**config.mk**
```make
export PLATFORM = sky130hd
export DESIGN_NAME = monotonic_stack_visibility
export DESIGN_NICKNAME = d
export VERILOG_FILES = /design/src/msv_pkg.sv /design/src/msv_cell.sv /design/src/monotonic_stack_visibility.sv
export SDC_FILE = /design/constraint.sdc
export NUM_CORES = 2
export LEC_CHECK = 0
export BUFFER_PORTS_ARGS = -buffer_cell sky130_fd_sc_hd__buf_2
export CAP_MARGIN = 30
export CORE_MARGIN = 2
export CORE_UTILIZATION = 55
export DETAILED_ROUTE_END_ITERATION = 7
export PLACE_DENSITY_LB_ADDON = 0.08
export RECOVER_POWER = 100
export SLEW_MARGIN = 25
export SYNTH_ARGS = -nofsm -noshare
export SYNTH_HDL_FRONTEND = slang
export SYNTH_SLANG_ARGS = --single-unit
```
**constraint.sdc**
```tcl
create_clock -name aclk -period 7.99 [get_ports aclk]
set_clock_uncertainty 0.1 [all_clocks]
set_input_delay 1.598 -clock aclk [delete_from_list [all_inputs] [get_ports aclk]]
set_output_delay 1.598 -clock aclk [all_outputs]
set_load 0.1 [all_outputs]
```
**src/msv_pkg.sv**
```systemverilog
// Shared types and constants for the monotonic stack visibility block.
// No dependencies; every other file in src imports this package.
package msv_pkg;

    localparam int HEIGHT_W      = 32;
    localparam int COUNT_W       = 7;
    localparam int COUNT_MAX     = 127;
    localparam int DEPTH_DEFAULT = 64;

    // Status that one cell hands to its upper neighbor and to the top level.
    typedef struct packed {
        logic keep;   // entry is valid and taller than the incoming height
        logic valid;  // entry holds a pushed height
    } msv_cell_stat_t;

endpackage

```
**src/msv_cell.sv**
```systemverilog
// One stack slot of the monotonic stack: a valid flag and a stored height.
// Depends on msv_pkg for the height width and the status struct.
module msv_cell (
    input  logic                                 aclk,
    input  logic                                 aresetn,
    input  logic                                 update,
    input  logic signed [msv_pkg::HEIGHT_W-1:0]  height,
    input  logic                                 below_keep,
    output msv_pkg::msv_cell_stat_t              stat
);
    import msv_pkg::*;

    logic                       valid_reg;
    logic                       valid_next;
    logic signed [HEIGHT_W-1:0] height_reg;
    logic signed [HEIGHT_W-1:0] height_next;
    logic                       keep;
    logic                       push_here;

    // The stack is strictly decreasing upward, so the entries that survive
    // form a prefix, and the new height lands in the first slot past it.
    assign keep      = valid_reg && (height_reg > height);
    assign push_here = below_keep && !keep;

    always_comb begin
        valid_next  = valid_reg;
        height_next = height_reg;
        if (update) begin
            if (push_here) begin
                valid_next  = 1'b1;
                height_next = height;
            end else if (!keep) begin
                valid_next  = 1'b0;
            end
        end
    end

    always_ff @(posedge aclk) begin
        if (!aresetn) begin
            valid_reg <= 1'b0;
        end else begin
            valid_reg <= valid_next;
        end
    end

    always_ff @(posedge aclk) begin
        height_reg <= height_next;
    end

    assign stat.keep  = keep;
    assign stat.valid = valid_reg;

endmodule

```
**src/monotonic_stack_visibility.sv**
```systemverilog
// Top level of the monotonic stack visibility block: a row of stack cells,
// the depth counter and the result register. Depends on msv_pkg and msv_cell.
//
//   Channel  Ports                               Word
//   input    s_valid, s_ready, s_height          one signed 32-bit height
//   result   m_valid, m_ready, m_visible_count   stack depth before the height
//
// Every accepted word is resolved in the cycle it is accepted: all cells
// compare against the new height in parallel, so one word per cycle flows
// through unless stalled. The result is registered at acceptance. Reset
// (aresetn low at a rising edge) clears the cell valid flags and the depth.
// A stalled result holds the input side, since s_ready follows the output
// register being empty or being drained in the same cycle.
module monotonic_stack_visibility #(
    parameter int DEPTH = msv_pkg::DEPTH_DEFAULT
) (
    input  logic                                 aclk,
    input  logic                                 aresetn,
    input  logic                                 s_valid,
    output logic                                 s_ready,
    input  logic signed [msv_pkg::HEIGHT_W-1:0]  s_height,
    output logic                                 m_valid,
    input  logic                                 m_ready,
    output logic        [msv_pkg::COUNT_W-1:0]   m_visible_count
);
    import msv_pkg::*;

    localparam int DW = $clog2(DEPTH + 1);

    msv_cell_stat_t       stat [DEPTH];
    logic [DEPTH-1:0]     keep_vec;
    logic [DEPTH-1:0]     valid_vec;
    logic [DEPTH-1:0]     boundary;
    logic                 accept;
    logic [DW-1:0]        depth_reg;
    logic [DW-1:0]        depth_next;
    logic [DW-1:0]        depth_after;
    logic [COUNT_W-1:0]   count_sat;
    logic                 m_valid_reg;
    logic                 m_valid_next;
    logic [COUNT_W-1:0]   m_count_reg;
    logic [COUNT_W-1:0]   m_count_next;

    assign s_ready = !m_valid_reg || m_ready;
    assign accept  = s_valid && s_ready;

    // The row of cells. Each cell sees whether the cell below it keeps its
    // entry; the bottom cell treats the floor as a kept entry.
    for (genvar i = 0; i < DEPTH; i++) begin : g_cell
        if (i == 0) begin : g_bottom
            msv_cell u_cell (
                .aclk       (aclk),
                .aresetn    (aresetn),
                .update     (accept),
                .height     (s_height),
                .below_keep (1'b1),
                .stat       (stat[i])
            );
            assign boundary[i] = !stat[i].keep;
        end else begin : g_upper
            msv_cell u_cell (
                .aclk       (aclk),
                .aresetn    (aresetn),
                .update     (accept),
                .height     (s_height),
                .below_keep (stat[i-1].keep),
                .stat       (stat[i])
            );
            assign boundary[i] = stat[i-1].keep && !stat[i].keep;
        end
        assign keep_vec[i]  = stat[i].keep;
        assign valid_vec[i] = stat[i].valid;
    end

    // The kept entries form a prefix, so at most one boundary bit is set. Its
    // position plus one is the new depth. With no boundary every slot is kept,
    // which means the stack was full and the push is dropped.
    always_comb begin
        depth_after = '0;
        for (int i = 0; i < DEPTH; i++) begin
            if (boundary[i]) begin
                depth_after = depth_after | DW'(i + 1);
            end
        end
        if (boundary == '0) begin
            depth_after = DW'(DEPTH);
        end
    end

    // The depth before the word is reported, saturated to the field width.
    if (DW > COUNT_W) begin : g_sat
        assign count_sat = (depth_reg > DW'(COUNT_MAX)) ? COUNT_W'(COUNT_MAX)
                                                        : depth_reg[COUNT_W-1:0];
    end else begin : g_nosat
        assign count_sat = COUNT_W'(depth_reg);
    end

    always_comb begin
        depth_next   = depth_reg;
        m_valid_next = m_valid_reg;
        m_count_next = m_count_reg;
        if (m_valid_reg && m_ready) begin
            m_valid_next = 1'b0;
        end
        if (accept) begin
            depth_next   = depth_after;
            m_valid_next = 1'b1;
            m_count_next = count_sat;
        end
    end

    always_ff @(posedge aclk) begin
        if (!aresetn) begin
            depth_reg   <= '0;
            m_valid_reg <= 1'b0;
        end else begin
            depth_reg   <= depth_next;
            m_valid_reg <= m_valid_next;
        end
    end

    always_ff @(posedge aclk) begin
        m_count_reg <= m_count_next;
    end

    assign m_valid         = m_valid_reg;
    assign m_visible_count = m_count_reg;

    // The depth counter must match the number of occupied cells.
    a_depth_matches_cells: assert property (@(posedge aclk) disable iff (!aresetn)
        $countones(valid_vec) == int'(depth_reg))
        else $error("depth counter disagrees with occupied cells");

    // Surviving entries always form a prefix of the row.
    a_keep_prefix: assert property (@(posedge aclk) disable iff (!aresetn)
        $countones(boundary) <= 1 && ((keep_vec & ~valid_vec) == '0))
        else $error("kept entries do not form a prefix");

    // An accepted word always leaves a result waiting in the next cycle.
    a_result_follows: assert property (@(posedge aclk) disable iff (!aresetn)
        accept |=> m_valid)
        else $error("accepted word produced no result");

    // The depth never exceeds the capacity.
    a_depth_bound: assert property (@(posedge aclk) disable iff (!aresetn)
        int'(depth_reg) <= DEPTH)
        else $error("stack depth beyond capacity");

endmodule

```
==> Yosys cells after proc, flatten, opt, wreduce, memory -nomap -nowiden <==
Cells that the tools add are included.
{ "op_classes": {"n_lt_le_gt_ge": 64, "n_eq_ne": 127, "muxes": 515, "n_reduce_logical": 324} }
{ "ops": {"columns": ["operator", "count"], "rows": [
  ["2-to-1 mux 32 bit", 128],
  ["> comparator 32 bit", 64],
  ["2-to-1 mux 1 bit", 323],
  ["AND reduction 2 bit", 127],
  ["2-to-1 mux 6 bit", 32],
  ["inequality test 3 bit (second input constant)", 63],
  ["logical AND 1 bit", 129],
  ["inequality test 2 x 1 -> 1 bit (second input constant)", 63],
  ["2-to-1 mux 5 bit", 16],
  ["logical NOT 1 bit", 65],
  ["logical NOT 64 bit", 1],
  ["2-to-1 mux 4 bit", 8],
  ["2-to-1 mux 7 bit", 2],
  ["2-to-1 mux 3 bit", 4],
  ["2-to-1 mux 2 bit", 2],
  ["inequality test 2 bit (second input constant)", 1],
  ["nonzero test 2 bit", 1],
  ["logical OR 1 bit", 1]
]} }
{ "totals": {"regBits": 2127, "input_bits": 36, "output_inout_bits": 9, "wordCells": 1161} }

==> Logic depth before layout (Yosys ltp) <==
{ "depth": {"ltp_word": 68, "ltp_mapped": 14, "mapped_depth_nobuf": 13} }

==> Hierarchy <==
A second synthesis with hierarchy kept.
{ "hier_totals": {"hier_cells": 10151, "area_unflattened_um2": 120490.6} }
{ "by_module_without_submodules": {"columns": ["mod", "n_inst", "cells_per_inst", "area_per_inst_um2", "seq_area_each_um2"], "rows": [
  ["msv_cell", 64, 156, 1861.8, 980.9],
  ["monotonic_stack_visibility", 1, 167, 1336.3, 370.4]
]} }

==> Worst setup path after synthesis <==
No wires, ideal clock.
{ "synth_path": {"path_type": "input to register", "start": "in s_height[19] (netlist bit)", "end": "reg g_cell[14].g_upper.u_cell.height_reg[0] (enable)", "setup_time_ps": 470, "t_arrival_ps": 7059, "required_time_ps": 7420, "path_slack_ps": 360, "cell_stages": 9, "path_buffers": 0, "path_cell_list": "inv_1 ha_1 a21oi_1 o21ai_1 a221o_1 a2111o_1 o31ai_1 nand2_1 nor3b_1"} }
{ "synth_between": {"elab_chain_cells": 6, "elab_cells_between_ends": 8, "classes_between": "order compare: 2; eq/ne: 1; reduce/logical: 5"} }
{ "synth_rtl": {"columns": ["element", "line", "rtl"], "rows": [
  ["start, declared", "monotonic_stack_visibility.sv:21", "input logic signed [msv_pkg::HEIGHT_W-1:0] s_height,"],
  ["> comparator 32 bit", "msv_cell.sv:22", "assign keep = valid_reg && (height_reg > height);"],
  ["logical AND 1 bit", "msv_cell.sv:22", null],
  ["logical NOT 1 bit", "msv_cell.sv:23", "assign push_here = below_keep && !keep;"],
  ["logical AND 1 bit (*)", "msv_cell.sv:23", null],
  ["inequality test 2 x 1 -> 1 bit (no source line) (*)", null, null],
  ["AND reduction 2 bit (no source line) (*)", null, null],
  ["end signal, assigned", "msv_cell.sv:47", "height_reg <= height_next;"],
  ["end, declared", "msv_cell.sv:15", "logic signed [HEIGHT_W-1:0] height_reg;"]
]} }
Mark *: on every way between the ends. The rest lies on a longest branch, timed or not.
A chain may end at the register's enable or synchronous reset.

==> Worst setup path after layout <==
{ "layout_path": {"start": "in s_height[12] (netlist bit)", "end": "reg g_cell[23].g_upper.u_cell.height_reg[12] (data pin)"} }
{ "layout_between": {"elab_chain_cells": 2} }
{ "layout_rtl": {"columns": ["element", "line", "rtl"], "rows": [
  ["2-to-1 mux 32 bit", "msv_cell.sv:29", "if (push_here) begin"],
  ["2-to-1 mux 32 bit", "msv_cell.sv:28", "if (update) begin"],
  ["end signal, assigned", "msv_cell.sv:47", null],
  ["end, declared", "msv_cell.sv:15", null]
]} }
No other way between the ends. The select of a mux whose other input is x is not followed.

==> results.md <==
* Vias/cell at 6.66
* # setup viols final at 0
* Wire length on met3 at about 34 mm
* P_leak at 48.2 nW
* Fin area at ~120000 um2
* Post_cts resized at 0
* Met1 WL at 141 mm
* Final ANT Viol Nets at 0
* Failing checks: capacitance limit, slew limit
* Cell Area, Synth at 110000 um2
* Unique cell type count in the Yosys netlist at 88
* CTS tree: yes
* Dpl hpwl at roughly 210 mm
* Top-area cell type share of the netlist area at 55.9%
* Syn_area_per_cell at 13.9 um2
* Top post-synthesis cells by area: edfxtp_1, ha_1, a21oi_1, nand4_1, a21o_1
* Async SR Flop Fraction at 0%
* Yosys top cell by area: edfxtp_1
* Synth Instances at 7933
* Crit path max fanout at 42
* DRC at 0
* Die Y at 452 um
* Clock Path Buffers at 3
* Worst Path Buf+Inv at 3
* Fmax achieved at 138 MHz
* Setup crit start kind: input port
* Hold slack final at 0.356 ns
* Syn Nets at 10000
* Worst IR Drop VDD at between 0.00015 and 0.0002 V
* Fin Setup TNS at 0 ns
* Die Wd at ~450 um
* Worst-margin pin slew at roughly 5.3 ns
* Crit Path Class: input port to register
* # Post-CTS Setup Buffers at 0
* CP max stage delay at 3.13 ns
* Met2 WL post-DR at 159 mm
* Pwr Total at ~0.026 W
* Nets at 10500
* Total GRT Usage at 34.2%
* Power per cell area at roughly 210 nW/um2
* CTS Hold Bufs at 0
* Clk pin slew, worst setup/hold paths at 0.06 ns
* MaxCap Viol Count at 92
* CP arrival at between 7 and 8 ns
* Synth Flop Type: edfxtp_1
* Final min period at 7.25 ns
* Vias in the first global route at 73200
* CTS Root Cell: clkbuf_16
* Req. time, crit path at 7.94 ns
* Grt total ovfl at 0
* PortBufs at 44
* RD Place Congestion at 0.939
* Warnings, synthesis at 0
* Final WL at 351 mm
* DR iter-0 viols at a little over 9000
* Hold crit path type: register to register
* RSZ-0062 raised after global routing: no
* CTS H-Tree Depth at 4
* FP Rows at 164
* Largest net degree at the start of global routing at 67
* Layout cell share with drive strength beyond 1 at 6.56%
* Via count at 75000
* Most common library cell in the layout ignoring fill and taps: edfxtp_1
* Critical Path End Type: register
* Seq/Total Area, Yosys at about 57%
* Largest register FFs at 2016
* Cell family with most CP delay: buffers and inverters
* EDFF count, synth at 2055
* CTS sink count at 2127
* Commonest non-fill, non-tap cells in the layout: edfxtp_1, ha_1, a21oi_1
* CP max-delay cell: clkbuf_1
* Full die area at ~200000 um2
* Core box area at 200000 um2
* Final Core Density at 61.7%
* CTS Buf Count at 223
* Top Metal Used: met4
* Headroom to the max-slew limit at -251%
* Placed inst area at about 120000 um2
* Crit-path cells: clkbuf_1 > clkbuf_1 > clkbuf_1
* # IOs at 45
* Initial core utilization at 55.3%
* Number of hold violations in the final report at 0
* Clock Latency Late Sink at 0.90 ns
* Seq cells post-synth at 2127
* Antenna violations before repair at 34
* Drt wl/cell at slightly above 30 um
* Tcrit/Tclk final at 90.8%
* Status: complete, but fails checks
* Most common cell type on the critical path: clkbuf_1
* Area growth, synth to finish at 11.5%
* Fin. max-slew vios at 3172
* Drt pass-1 iters at 5
* Global-route wire length before repair at between 500 and 600 mm
-- logic make-up (layout without fill, tap and decap cells) --
group	after synthesis	count (layout)	synth area share, %
fa+ha+maj	2048	2048	23.2
mux	26	26	0.249
simple gates	1713	1713	8.18
buf+inv	229	896	0.806
xor+xnor	22	22	0.175
compound gates	1768	1768	10.2
other cells	0	12	0
flops	2127	2127	57.2
-- metal layers --
metal	global-route usage, %	vias up
met5	0	-
met4	15.2	0
met3	4.97	767
met2	54.1	3808
met1	46.9	37500
li1	-	33000
-- per-stage QoR --
step                setup WS [ns]  std cells
global route                0.836      11300
detailed placement          0.821      10800
CTS                          1.77      11300
global placement            0.778      10800
floorplan                   0.360       7933
finish                      0.737      11300
-- synthesized netlist by cell type (all sizes together) (6+ instances only) --
| cell | n |
|---|---|
| edfxtp | 2055 |
| ha | 2048 |
| a21oi | 736 |
| nand2 | 424 |
| nand4 | 409 |
| a21o | 271 |
| nor2 | 253 |
| o21ai | 250 |
| inv | 206 |
| nand3 | 169 |
| nor2b | 81 |
| a221oi | 74 |
| dfxtp | 72 |
| nor4 | 69 |
| a211oi | 68 |
| nor3 | 64 |
| o211ai | 57 |
| and4 | 51 |
| nand2b | 49 |
| o21a | 39 |
| a21boi | 35 |
| o31ai | 35 |
| or4 | 35 |
| a31oi | 27 |
| and2 | 26 |
| a221o | 25 |
| a2111oi | 23 |
| clkbuf | 23 |
| o31a | 23 |
| and3 | 18 |
| or3 | 17 |
| a211o | 16 |
| mux2i | 14 |
| o221ai | 14 |
| mux2 | 12 |
| xor2 | 12 |
| o21bai | 11 |
| a2111o | 10 |
| a311o | 10 |
| xnor2 | 10 |
| or2 | 9 |
| nand3b | 8 |
| o311ai | 6 |
-- power by group --
| part | internal (W) | leakage [nW] | switching [W] |
|---|---|---|---|
| registers | 0.0124 | 19.1 | 0.0000491 |
| logic | 0.000695 | 25.4 | 0.00172 |
| clock network | 0.00612 | 3.66 | 0.00454 |
| total | 0.0192 | 48.2 | 0.00631 |
-- path summary, 6_finish.rpt --
check / from / end / slack (ns) / cells after the start
worst max register to register: m_valid / g_cell[15].g_upper.u_cell.valid_reg / 2.43 / 8
worst min register to register: g_cell[0].g_bottom.u_cell.valid_reg / g_cell[0].g_bottom.u_cell.valid_reg / 0.36 / 2
worst max-delay path: s_height[12] / g_cell[23].g_upper.u_cell.height_reg[12] / 0.74 / 3
worst min-delay path: g_cell[0].g_bottom.u_cell.valid_reg / g_cell[0].g_bottom.u_cell.valid_reg / 0.36 / 2
-- area by class of cell --
| class | instances | area, um2 |
|---|---|---|
| Inverter | 206 | 932 |
| Antenna cell | 12 | 30.0 |
| Clock buffer | 288 | 6110 |
| Clock inverter | 136 | 1320 |
| Fill cell | 15100 | 76600 |
| Multi-Input combinational cell | 5577 | 46400 |
| Timing Repair Buffer | 266 | 1810 |
| Tap cell | 2656 | 3320 |
| Sequential cell | 2127 | 63200 |
-- worst min-delay path: cells and delay by family, from the launching register on --
family / cells / cell delay [ns]
AO/OA/AOI/OAI: 1 / 0.05
buffers and inverters: 1 / 0.06
flip-flops: 1 / 0.30
Note: power is estimated with default switching activity, not from simulation.
